### config.mk
export PLATFORM = sky130hd
export DESIGN_NAME = trade_vwap_top_volume_stats_core
export DESIGN_NICKNAME = d
export VERILOG_FILES = /design/src/rtl/core/tvvs_pkg.sv /design/src/rtl/core/tvvs_div.sv /design/src/rtl/core/tvvs_accum.sv /design/src/rtl/core/trade_vwap_top_volume_stats_core.sv
export SDC_FILE = /design/constraint.sdc
export NUM_CORES = 2
export LEC_CHECK = 0
export BUFFER_PORTS_ARGS = -buffer_cell sky130_fd_sc_hd__buf_2
export CAP_MARGIN = 0
export CORE_ASPECT_RATIO = 1.5
export CORE_UTILIZATION = 45
export CTS_CLUSTER_SIZE = 20
export DETAILED_ROUTE_END_ITERATION = 10
export PLACE_DENSITY = 0.64
export SYNTH_ARGS = -nofsm -noshare
export SYNTH_HDL_FRONTEND = slang
export SYNTH_SLANG_ARGS = --single-unit
### constraint.sdc
create_clock -name clk -period 18.73 [get_ports clk]
set_input_delay 0.9365 -clock clk [delete_from_list [all_inputs] [get_ports clk]]
set_output_delay 0.9365 -clock clk [all_outputs]
set_load 0.01 [all_outputs]
### src/rtl/core/tvvs_pkg.sv
// shared widths, register map, defaults and control types for the trade
// volume statistics core; no dependencies
package tvvs_pkg;

  localparam int PRICE_W   = 24;
  localparam int VOL_W     = 16;
  localparam int PROD_W    = PRICE_W + VOL_W;
  localparam int VSUM_W    = 26;
  localparam int NSUM_W    = 50;
  localparam int CNT_W     = 11;
  localparam int RANK_W    = 3;
  localparam int APB_AW    = 3;
  localparam int APB_DW    = 32;

  localparam int TOP_COUNT_DEF  = 5;
  localparam int MAX_TRADES_DEF = 1024;

  localparam logic [PRICE_W-1:0] THRESHOLD_RESET = 24'd1005000;

  // register index, taken from paddr[2]
  localparam logic REG_THRESHOLD = 1'b0;

  typedef struct packed {
    logic capture;   // latch a new trade and its product
    logic update;    // fold the latched trade into the set
    logic clear;     // start a new set
  } acc_ctl_t;

endpackage

### src/rtl/core/tvvs_div.sv
// iterative restoring divider: 50-bit notional by 26-bit volume, 24-bit
// saturated quotient, one quotient bit per cycle; uses tvvs_pkg
module tvvs_div (
  input  logic                          clk,
  input  logic                          rst,
  input  logic                          start,
  input  logic [tvvs_pkg::NSUM_W-1:0]   num,
  input  logic [tvvs_pkg::VSUM_W-1:0]   den,
  output logic                          done,
  output logic [tvvs_pkg::PRICE_W-1:0]  quo
);
  import tvvs_pkg::*;

  localparam int ITER_W = $clog2(PRICE_W + 1);

  logic                run;
  logic [ITER_W-1:0]   iter;
  logic [VSUM_W-1:0]   rem;
  logic [VSUM_W:0]     trial;
  logic                fits;

  // shift in the next numerator bit, which sits at the top of quo
  assign trial = {rem, quo[PRICE_W-1]};
  assign fits  = trial >= {1'b0, den};

  always_ff @(posedge clk) begin
    if (rst) begin
      run  <= 1'b0;
      done <= 1'b0;
      iter <= '0;
    end else begin
      done <= 1'b0;
      if (start) begin
        if (den == '0) begin
          done <= 1'b1;
        end else if (num >= {den, {PRICE_W{1'b0}}}) begin
          done <= 1'b1;
        end else begin
          run  <= 1'b1;
          iter <= ITER_W'(PRICE_W);
        end
      end else if (run) begin
        iter <= iter - 1'b1;
        if (iter == ITER_W'(1)) begin
          run  <= 1'b0;
          done <= 1'b1;
        end
      end
    end
  end

  // quo doubles as the low numerator bits on the way in
  always_ff @(posedge clk) begin
    if (start) begin
      if (den == '0) begin
        quo <= '0;
      end else if (num >= {den, {PRICE_W{1'b0}}}) begin
        quo <= '1;
      end else begin
        rem <= num[NSUM_W-1:PRICE_W];
        quo <= num[PRICE_W-1:0];
      end
    end else if (run) begin
      rem <= fits ? VSUM_W'(trial - {1'b0, den}) : trial[VSUM_W-1:0];
      quo <= {quo[PRICE_W-2:0], fits};
    end
  end

endmodule

### src/rtl/core/tvvs_accum.sv
// per-set accumulators and the sorted top-volume list; one trade folded in
// per update; uses tvvs_pkg
module tvvs_accum #(
  parameter int TOP_COUNT  = tvvs_pkg::TOP_COUNT_DEF,
  parameter int MAX_TRADES = tvvs_pkg::MAX_TRADES_DEF,
  parameter int KW         = $clog2(TOP_COUNT + 1)
) (
  input  logic                                         clk,
  input  logic                                         rst,
  input  tvvs_pkg::acc_ctl_t                           ctl,
  input  logic [tvvs_pkg::PRICE_W-1:0]                 price,
  input  logic [tvvs_pkg::VOL_W-1:0]                   vol,
  input  logic [tvvs_pkg::PRICE_W-1:0]                 threshold,
  output logic [tvvs_pkg::VSUM_W-1:0]                  volume_sum,
  output logic [tvvs_pkg::NSUM_W-1:0]                  notional_sum,
  output logic [tvvs_pkg::CNT_W-1:0]                   above_tally,
  output logic                                         overflow_seen,
  output logic [KW-1:0]                                kept,
  output logic [TOP_COUNT-1:0][tvvs_pkg::PRICE_W-1:0]  best_prices,
  output logic [TOP_COUNT-1:0][tvvs_pkg::VOL_W-1:0]    best_volumes
);
  import tvvs_pkg::*;

  localparam int TW = $clog2(MAX_TRADES + 1);
  localparam int CW = (TW > KW) ? TW : KW;

  logic [TW-1:0]      trade_tally;
  logic [PRICE_W-1:0] price_q;
  logic [VOL_W-1:0]   vol_q;
  logic [PROD_W-1:0]  product;
  logic               full;
  logic [VSUM_W:0]    vsum_add;
  logic [NSUM_W:0]    nsum_add;

  logic [TOP_COUNT-1:0]              ge;
  logic [TOP_COUNT-1:0]              prev_ge;
  logic [TOP_COUNT-1:0][PRICE_W-1:0] shift_prices;
  logic [TOP_COUNT-1:0][VOL_W-1:0]   shift_volumes;
  logic [TOP_COUNT-1:0][PRICE_W-1:0] best_prices_next;
  logic [TOP_COUNT-1:0][VOL_W-1:0]   best_volumes_next;

  assign full     = trade_tally == TW'(MAX_TRADES);
  assign kept     = (CW'(trade_tally) < CW'(TOP_COUNT)) ? KW'(trade_tally) : KW'(TOP_COUNT);
  assign vsum_add = {1'b0, volume_sum} + (VSUM_W + 1)'(vol_q);
  assign nsum_add = {1'b0, notional_sum} + (NSUM_W + 1)'(product);

  // list is sorted, so ge is a run of ones from entry 0
  always_comb begin
    prev_ge       = '0;
    shift_prices  = best_prices;
    shift_volumes = best_volumes;
    prev_ge[0]    = 1'b1;
    for (int i = 0; i < TOP_COUNT; i++) begin
      ge[i] = (KW'(i) < kept) && (best_volumes[i] >= vol_q);
    end
    for (int i = 1; i < TOP_COUNT; i++) begin
      prev_ge[i]       = ge[i-1];
      shift_prices[i]  = best_prices[i-1];
      shift_volumes[i] = best_volumes[i-1];
    end
    for (int i = 0; i < TOP_COUNT; i++) begin
      priority if (ge[i]) begin
        best_prices_next[i]  = best_prices[i];
        best_volumes_next[i] = best_volumes[i];
      end else if (prev_ge[i]) begin
        best_prices_next[i]  = price_q;
        best_volumes_next[i] = vol_q;
      end else begin
        best_prices_next[i]  = shift_prices[i];
        best_volumes_next[i] = shift_volumes[i];
      end
    end
  end

  always_ff @(posedge clk) begin
    if (rst) begin
      volume_sum    <= '0;
      notional_sum  <= '0;
      above_tally   <= '0;
      trade_tally   <= '0;
      overflow_seen <= 1'b0;
    end else if (ctl.clear) begin
      volume_sum    <= '0;
      notional_sum  <= '0;
      above_tally   <= '0;
      trade_tally   <= '0;
      overflow_seen <= 1'b0;
    end else if (ctl.update) begin
      if (full) begin
        overflow_seen <= 1'b1;
      end else begin
        volume_sum   <= vsum_add[VSUM_W] ? '1 : vsum_add[VSUM_W-1:0];
        notional_sum <= nsum_add[NSUM_W] ? '1 : nsum_add[NSUM_W-1:0];
        trade_tally  <= trade_tally + 1'b1;
        if (price_q > threshold) begin
          above_tally <= above_tally + 1'b1;
        end
      end
    end
  end

  always_ff @(posedge clk) begin
    if (ctl.capture) begin
      price_q <= price;
      vol_q   <= vol;
      product <= PROD_W'(price) * PROD_W'(vol);
    end
    if (ctl.update && !full) begin
      best_prices  <= best_prices_next;
      best_volumes <= best_volumes_next;
    end
  end

endmodule

### src/rtl/core/trade_vwap_top_volume_stats_core.sv
// trade set statistics core: volume-weighted average price and top volumes
// a trade is taken by accept, then fold-in; the multiplier runs at accept
// set end: busy from accept through fold-in, the one-bit-per-cycle divider (which does
// no iterations if volume is 0 or the quotient saturates) and n results, 1 per cycle
// results cannot be stalled; synchronous reset clears all sums, counts and the
// threshold (to 100.50), the top-volume list is only read where written
module trade_vwap_top_volume_stats_core #(
  parameter int TOP_COUNT  = tvvs_pkg::TOP_COUNT_DEF,
  parameter int MAX_TRADES = tvvs_pkg::MAX_TRADES_DEF
) (
  input  logic                           clk,
  input  logic                           rst,
  input  logic                           psel,
  input  logic                           penable,
  input  logic                           pwrite,
  input  logic [tvvs_pkg::APB_AW-1:0]    paddr,
  input  logic [tvvs_pkg::APB_DW-1:0]    pwdata,
  output logic [tvvs_pkg::APB_DW-1:0]    prdata,
  output logic                           pready,
  input  logic                           start,
  input  logic [tvvs_pkg::PRICE_W-1:0]   trade_price,
  input  logic [tvvs_pkg::VOL_W-1:0]     trade_volume,
  input  logic                           set_end,
  output logic                           busy,
  output logic                           result_valid,
  output logic [tvvs_pkg::VSUM_W-1:0]    volume_total,
  output logic [tvvs_pkg::PRICE_W-1:0]   vwap_price,
  output logic [tvvs_pkg::CNT_W-1:0]     above_count,
  output logic [tvvs_pkg::RANK_W-1:0]    rank,
  output logic [tvvs_pkg::PRICE_W-1:0]   ranked_price,
  output logic [tvvs_pkg::VOL_W-1:0]     ranked_volume,
  output logic                           overflow,
  output logic                           last_of_run
);
  import tvvs_pkg::*;

  localparam int KW  = $clog2(TOP_COUNT + 1);
  localparam int KIW = (TOP_COUNT > 1) ? $clog2(TOP_COUNT) : 1;

  typedef enum logic [4:0] {
    ST_IDLE      = 5'b00001,
    ST_ACC       = 5'b00010,
    ST_DIV_START = 5'b00100,
    ST_DIV_WAIT  = 5'b01000,
    ST_EMIT      = 5'b10000
  } state_t;

  state_t state, state_next;

  logic [PRICE_W-1:0] threshold;
  logic               cfg_wr;
  logic               accept;
  logic               end_q;
  logic [KIW-1:0]     slot;
  logic [KW-1:0]      n_out;
  logic               div_done;
  logic               last_beat;
  acc_ctl_t           ctl;

  logic [VSUM_W-1:0]                 volume_sum;
  logic [NSUM_W-1:0]                 notional_sum;
  logic [CNT_W-1:0]                  above_tally;
  logic                              overflow_seen;
  logic [KW-1:0]                     kept;
  logic [TOP_COUNT-1:0][PRICE_W-1:0] best_prices;
  logic [TOP_COUNT-1:0][VOL_W-1:0]   best_volumes;

  // config port
  assign pready = 1'b1;
  assign cfg_wr = psel && penable && pwrite && pready;
  assign prdata = (paddr[2] == REG_THRESHOLD) ? APB_DW'(threshold) : '0;

  always_ff @(posedge clk) begin
    if (rst) begin
      threshold <= THRESHOLD_RESET;
    end else if (cfg_wr && paddr[2] == REG_THRESHOLD) begin
      threshold <= pwdata[PRICE_W-1:0];
    end
  end

  assign busy   = state != ST_IDLE;
  assign accept = start && !busy;

  assign ctl.capture = accept;
  assign ctl.update  = state == ST_ACC;
  assign ctl.clear   = last_beat;

  tvvs_accum #(
    .TOP_COUNT  (TOP_COUNT),
    .MAX_TRADES (MAX_TRADES),
    .KW         (KW)
  ) u_accum (
    .clk           (clk),
    .rst           (rst),
    .ctl           (ctl),
    .price         (trade_price),
    .vol           (trade_volume),
    .threshold     (threshold),
    .volume_sum    (volume_sum),
    .notional_sum  (notional_sum),
    .above_tally   (above_tally),
    .overflow_seen (overflow_seen),
    .kept          (kept),
    .best_prices   (best_prices),
    .best_volumes  (best_volumes)
  );

  tvvs_div u_div (
    .clk   (clk),
    .rst   (rst),
    .start (state == ST_DIV_START),
    .num   (notional_sum),
    .den   (volume_sum),
    .done  (div_done),
    .quo   (vwap_price)
  );

  // an empty set still reports one beat
  assign n_out     = (kept == '0) ? KW'(1) : kept;
  assign last_beat = (state == ST_EMIT) && ((KW'(slot) + KW'(1)) == n_out);

  always_comb begin
    state_next = state;
    unique case (state)
      ST_IDLE:      if (accept) state_next = ST_ACC;
      ST_ACC:       state_next = end_q ? ST_DIV_START : ST_IDLE;
      ST_DIV_START: state_next = ST_DIV_WAIT;
      ST_DIV_WAIT:  if (div_done) state_next = ST_EMIT;
      ST_EMIT:      if (last_beat) state_next = ST_IDLE;
      default:      state_next = ST_IDLE;
    endcase
  end

  always_ff @(posedge clk) begin
    if (rst) begin
      state <= ST_IDLE;
      end_q <= 1'b0;
      slot  <= '0;
    end else begin
      state <= state_next;
      if (accept) begin
        end_q <= set_end;
      end
      if (state == ST_EMIT) begin
        slot <= last_beat ? '0 : slot + 1'b1;
      end
    end
  end

  assign result_valid  = state == ST_EMIT;
  assign volume_total  = volume_sum;
  assign above_count   = above_tally;
  assign rank          = RANK_W'(slot);
  assign ranked_price  = (kept == '0) ? '0 : best_prices[slot];
  assign ranked_volume = (kept == '0) ? '0 : best_volumes[slot];
  assign overflow      = overflow_seen;
  assign last_of_run   = last_beat;

  a_accept_busy : assert property (@(posedge clk) disable iff (rst)
    accept |=> busy)
    else $error("accepted trade did not raise busy");

  a_beats_contiguous : assert property (@(posedge clk) disable iff (rst)
    result_valid && !last_of_run |=> result_valid)
    else $error("result beats of one set were not back to back");

  a_idle_after_last : assert property (@(posedge clk) disable iff (rst)
    result_valid && last_of_run |=> !busy && !result_valid)
    else $error("core did not go idle after the last result");

  a_emit_after_div : assert property (@(posedge clk) disable iff (rst)
    $rose(result_valid) |-> $past(div_done))
    else $error("results started without a finished division");

endmodule

======== Yosys cells after proc, flatten, opt, wreduce, memory -nomap -nowiden ========
Cells that the tools add are included.
operators by class
  add/subtract/negate cells ............... 7
  multipliers ............................. 1
  div/mod/pow operators ................... 0
  magnitude comparators ................... 15
  equality and inequality tests ........... 14
  shift-type cells ........................ 0
  mux-type cells .......................... 48
  bitwise logic cells ..................... 7
  reductions and logical operators ........ 28
operator list
  kind                                                                    count
  24-bit two-way mux                                                      11
  26-bit two-way mux                                                      6
  16-bit two-way mux                                                      6
  16-bit greater-or-equal comparator                                      5
  24-bit binary-select mux with 3-bit select                              1
  50-bit by 40-bit adder with 51-bit output                               1
  50-bit greater-or-equal comparator                                      1
  50-bit two-way mux                                                      1
  16-bit binary-select mux with 3-bit select                              1
  24-bit by 16-bit multiplier with 40-bit output                          1
  5-bit two-way mux                                                       7
  26-bit by 16-bit adder with 27-bit output                               1
  27-bit by 26-bit greater-or-equal comparator with 1-bit output          1
  26-bit logical NOT                                                      1
  26-bit subtractor                                                       1
  5-bit case mux with 5 select lines                                      1
  24-bit greater-than comparator                                          1
  11-bit by 1-bit adder with 11-bit output (second input constant)        2
  2-bit AND reduction                                                     8
  3-bit two-way mux                                                       4
  11-bit equality test (second input constant)                            1
  1-bit logical AND                                                       11
  11-bit by 3-bit < comparator with 1-bit output (second input constant)  1
  5-bit by 1-bit equality test with 1-bit output (second input constant)  2
  other kinds (21)                                                        44
word-level totals
  flip-flop bits (word level) ............. 469
  latch bits .............................. 0
  bits in writable memories ............... 0
  ROM bits ................................ 0
  input port bits ......................... 82
  output and inout port bits .............. 141
  logic and storage cells ................. 147
  memories ................................ 0

======== Logic depth before layout (Yosys ltp) ========
  depth after elaboration ................. 8
  depth in mapped cells ................... 24
  depth with buffers taken out ............ 23

======== By module ========
Synthesis repeated with hierarchy kept, for this count alone.
unflattened totals
  cells, all modules ...................... 3880
  area total of the unflattened synthesis .. 39352.7 um^2
by module, submodules not included
  module                            times used  cells an instance  area an instance (um^2)  seq. area each (um^2)
  tvvs_accum                        1           2985               31315.0                  10390.0
  tvvs_div                          1           540                4937.2                   1641.6
  trade_vwap_top_volume_stats_core  1           355                3100.5                   660.6

======== Worst setup path after synthesis ========
OpenSTA, ideal clock, no wires.
  path kind ............................... input to register
  start ................................... input trade_price[9] (netlist bit)
  end ..................................... register u_accum.product[34] (data pin)
  setup time .............................. 0.260 ns
  arrival time ............................ 6.410 ns
  data required time ...................... 18.470 ns
  path slack .............................. 12.060 ns
  cell stages on the path ................. 23
  path buffers ............................ 1
  path through ............................ clkbuf_1 -> nand2_1 -> fa_1 -> inv_1 -> fa_1 -> inv_1 -> fa_1 -> inv_1 -> fa_1 -> fa_1 -> inv_1 -> fa_1 -> inv_1 -> ha_1 -> and3_1 -> a31oi_1 -> o221a_2 -> and2_1 -> o211ai_1 -> a21o_1 -> a21o_1 -> a21oi_1 -> xnor2_1
between the ends
  longest elaborated chain between the ends .. 1
RTL lines
  item                                            line                                    source
  from (decl)                                     trade_vwap_top_volume_stats_core.sv:21  input logic [tvvs_pkg::PRICE_W-1:0] trade_price,
  24-bit by 16-bit multiplier with 40-bit output  tvvs_accum.sv:106                       product <= PROD_W'(price) * PROD_W'(vol);
  to (signal assigned)                            tvvs_accum.sv:106
  to (decl)                                       tvvs_accum.sv:30                        logic [PROD_W-1:0] product;
Every way passes these cells.
A chain may end at the register's enable or synchronous reset.

======== Worst setup path in the final report ========
  start ................................... input trade_volume[3] (netlist bit)
  end ..................................... register u_accum.product[27] (data pin)
between the ends
  longest elaborated chain between the ends .. 1
RTL lines
  item                                            line                                    source
  from (decl)                                     trade_vwap_top_volume_stats_core.sv:22  input logic [tvvs_pkg::VOL_W-1:0] trade_volume,
  24-bit by 16-bit multiplier with 40-bit output  tvvs_accum.sv:106
Every way passes these cells.

==> reports/metrics.csv <==
stage,metric,value,unit
status,status,"complete, no violations",
synth,ys flop type,edfxtp_1,
hold_path,hold wc startpoint,threshold[23],
global_route,vias in the first global route,32300,
sta,Max Freq,143,MHz
critical_path,Worst EP arrival,7.37,ns
hold_path,Hold EP,threshold[23],
pwr,peak supply drop,0.000397,V
synth,Simple-Gate Fraction of Synth Area,0.137,
clock_network,post-CTS sizing,0,
global_route,initial antenna violation count,5,
clock_network,clk slew on worst S/H paths,0.06,ns
synth,mux contribution to synthesized area,0.0593,
synth,post-synth cell types,95,
place,Port-buffer cells,203,
clock_network,# hold bufs at CTS,0,
global_route,total gr overflow,0,
clock_network,H-tree depth,2,
critical_path,reg2reg start,u_accum.vol_q[1],
critical_path,Worst Path Max Fanout,25,
flow_run,max cap viols,0,
synth,mapped cell area,40100,um2
route,wire per inst,22.2,um
clock_network,worst skew pair latency,0.65,ns
synth,largest family of logic cells by synthesized area,adder cells,
synth,Post-Syn Instances,4038,
route,post-DR vias/cell,5.90,
clock_network,cts bufs inserted,49,
sta,Final Max Tran Viols,0,
clock_network,TritonCTS clock tree,done,
route,1st-iter DRT viols,2118,
die,die extent in y,367,um
pwr,Final Power,0.00662,W
global_route,first-pass GRT wire length,182000,um
route,TritonRoute pass-1 iters,5,
critical_path,Worst R2R End,u_accum.best_prices[14],
layout,Final nets,4851,
clock_network,clock buffer depth,3,
synth,Synth async-reset ratio,0,
route,DRC viols,0,
synth,synthesized-area fraction occupied by adder cells,0.257,
global_route,pin count of the biggest net entering global routing,81,
synth,"Seq/Total Area, Yosys",0.317,
pwr,Power Dens Cells,151,nW/um2
route,Post-Route WL,118000,um
critical_path,Setup crit start kind,primary input,
sta,Fin Setup TNS,0,ns
critical_path,CP required,19.09,ns
clock_network,postcts setup bufs,0,
synth,Compound-Gate Fraction of Synth Area,0.137,
layout,"non-filler cells, final",5319,
die,num rows,133,
die,Starting Density,0.456,
critical_path,R2R Setup Slk,13.32,ns
critical_path,Setup CP Type,in2reg,
layout,# fillers,8204,
layout,share of cells above drive strength 1,0.129,
hold_path,Min-Delay Path Depth,2,
critical_path,crit end category,register,
route,via count,31400,
place,post-DP HPWL,84200,um
sta,RSZ-0062 raised after global routing,false,
sta,clock skew,0.0495,ns
place,placed cells,5226,
sta,worst hold slack,0.457,ns
sta,final setup fails,0,
die,Die ar.,90300,um2
critical_path,cell depth of the worst flop-to-flop path,12,
synth,number of synthesized register bits,469,
sta,relative slew slack,0.212,
layout,final instance area,43800,um2
clock_network,CTS sink cnt,469,
clock_network,root buffer cell,clkbuf_16,
hold_path,worst min-delay path category,reg2reg,
sta,Period minus WS final,7.01,ns
place,Area after DPL,42100,um2
sta,worst slew pin tran,1.18,ns
synth,Synth Area in XOR/XNOR,0.0273,
place,routability cong.,0.912,
die,Die W,246,um
pwr,leakage,18.9,nW
synth,Post-synth EDFFs,330,
synth,syn avg cell area,9.92,um2
die,area of the core,87900,um2
die,Ports,223,
synth,Synthesis Warnings,0,
route,ANT nets after route,0,
sta,final hold vios,0,
global_route,All-Layer GR Usage,0.262,
layout,Area growth syn-to-layout,9.33,%
sta,fin crit share,0.374,
==> sequential cells by signal, summed over array words and instances (netlist names), 26 cells and up <==
register	cells
u_accum.notional_sum	50
u_div.rem	26
u_accum.best_volumes	80
u_accum.best_prices	120
u_accum.product	40
u_accum.volume_sum	26
==> metal layers <==
metal,GRT usage,part of all wire
met1,0.308,0.38
met2,0.467,0.51
met3,0.0259,0.053
met4,0.137,0.056
met5,0,0
==> layout make-up <==
| type | count | area, um2 | area share |
|---|---|---|---|
| inverter | 460 | 1730 | 0.0394 |
| multi-input combinational | 2908 | 24900 | 0.569 |
| clock buffer | 58 | 1260 | 0.0288 |
| sequential | 469 | 12700 | 0.290 |
| antenna | 1 | 2.50 | 0.0000571 |
| timing repair buffer | 242 | 1310 | 0.0299 |
| clock inverter | 34 | 439 | 0.0100 |
| tap | 1147 | 1440 | 0.0328 |
==> metrics by stage <==
stage | worst slack [ns] | utilization
after floorplan | 12.06 | -
after global placement | 11.14 | 0.479
after detailed placement | 11.10 | 0.479
after CTS | 11.76 | 0.499
after global routing | 11.47 | 0.499
final | 11.72 | 0.499
==> report_power, final <==
part,switching [W],total [W],internal [W]
sequential,0.0000718,0.00142,0.00135
combinational,0.00256,0.00415,0.00159
clock,0.000461,0.00105,0.000588
total,0.00310,0.00662,0.00353
==> critical path: stages <==
cell and delay (ns):
buf_2 0.52, nand2_1 0.18, fa_1 0.56, fa_1 0.52, inv_1 0.06, fa_1 0.47, ha_1 0.30, inv_1 0.05
fa_1 0.54, inv_1 0.06, fa_1 0.48, ha_1 0.37, a2111oi_0 0.36, o21ai_0 0.32, a41oi_1 0.40, o21ai_0 0.17
a31o_2 0.32, a211o_1 0.29, a21oi_1 0.17, xnor2_1 0.27
==> how the worst max path moves through the flow <==
stage	startpoint	endpoint	slack [ns]	depth (start not counted)
3_3_place_gp	trade_volume[9]	u_accum.product[38]	11.14	23
2_1_floorplan	trade_price[9]	u_accum.product[34]	12.06	23
5_1_grt	trade_volume[3]	u_accum.product[27]	11.47	20
3_5_place_dp	trade_volume[6]	u_accum.product[38]	11.10	23
4_1_cts	trade_volume[6]	u_accum.product[38]	11.76	23
6_report	trade_volume[3]	u_accum.product[27]	11.72	20
==> layout by cell type (no fill, tap or decap), types with 9 or more instances in the layout <==
cell and instances:
a211oi_1 14, a21o_1 92, a21oi_1 234, a221oi_1 17
a22oi_1 82, a311oi_1 9, a31oi_1 25, and2_1 169
and3_1 24, buf_2 203, buf_4 39, clkbuf_1 9
clkbuf_16 49, conb_1 9, dfxtp_1 137, edfxtp_1 330
fa_1 309, ha_1 330, inv_1 459, mux2_2 123
mux2i_1 9, mux4_2 40, nand2_1 371, nand2b_1 20
nand3_1 75, nand4_1 75, nor2_1 229, nor2b_1 25
nor3_1 66, nor4_1 13, o2111ai_1 45, o211ai_1 26
o21a_1 28, o21ai_0 144, o21bai_1 16, or3_1 17
xnor2_1 73, xor2_1 52
==> cells by family (layout without fill, tap and decap cells) <==
| logic type | count (synthesis) | after routing |
|---|---|---|
| other | 2 | 10 |
| DFF | 469 | 469 |
| xor gates and xnor gates | 125 | 125 |
| and+or+nand+nor | 1136 | 1136 |
| adders and majority gates | 639 | 639 |
| AOI/OAI and AO/OA | 827 | 827 |
| muxes | 172 | 172 |
| buffers and inverters | 668 | 794 |
==> synth_stat cells, types with 45 or more instances <==
| library cell | n | area share |
|---|---|---|
| o2111ai_1 | 45 | 0.0098 |
| nor3_1 | 69 | 0.0086 |
| nand3_1 | 79 | 0.0099 |
| mux2_2 | 123 | 0.035 |
| clkbuf_1 | 160 | 0.015 |
| a22oi_1 | 82 | 0.015 |
| fa_1 | 309 | 0.15 |
| a21o_1 | 92 | 0.017 |
| o21ai_0 | 144 | 0.018 |
| a21oi_1 | 235 | 0.029 |
| nand4_1 | 75 | 0.012 |
| nand2_1 | 371 | 0.035 |
| ha_1 | 330 | 0.10 |
| nor2_1 | 232 | 0.022 |
| dfxtp_1 | 139 | 0.069 |
| xnor2_1 | 73 | 0.016 |
| and2_1 | 171 | 0.027 |
| inv_1 | 460 | 0.043 |
| xor2_1 | 52 | 0.011 |
| edfxtp_1 | 330 | 0.25 |
Power figures use the tool's default switching activity.
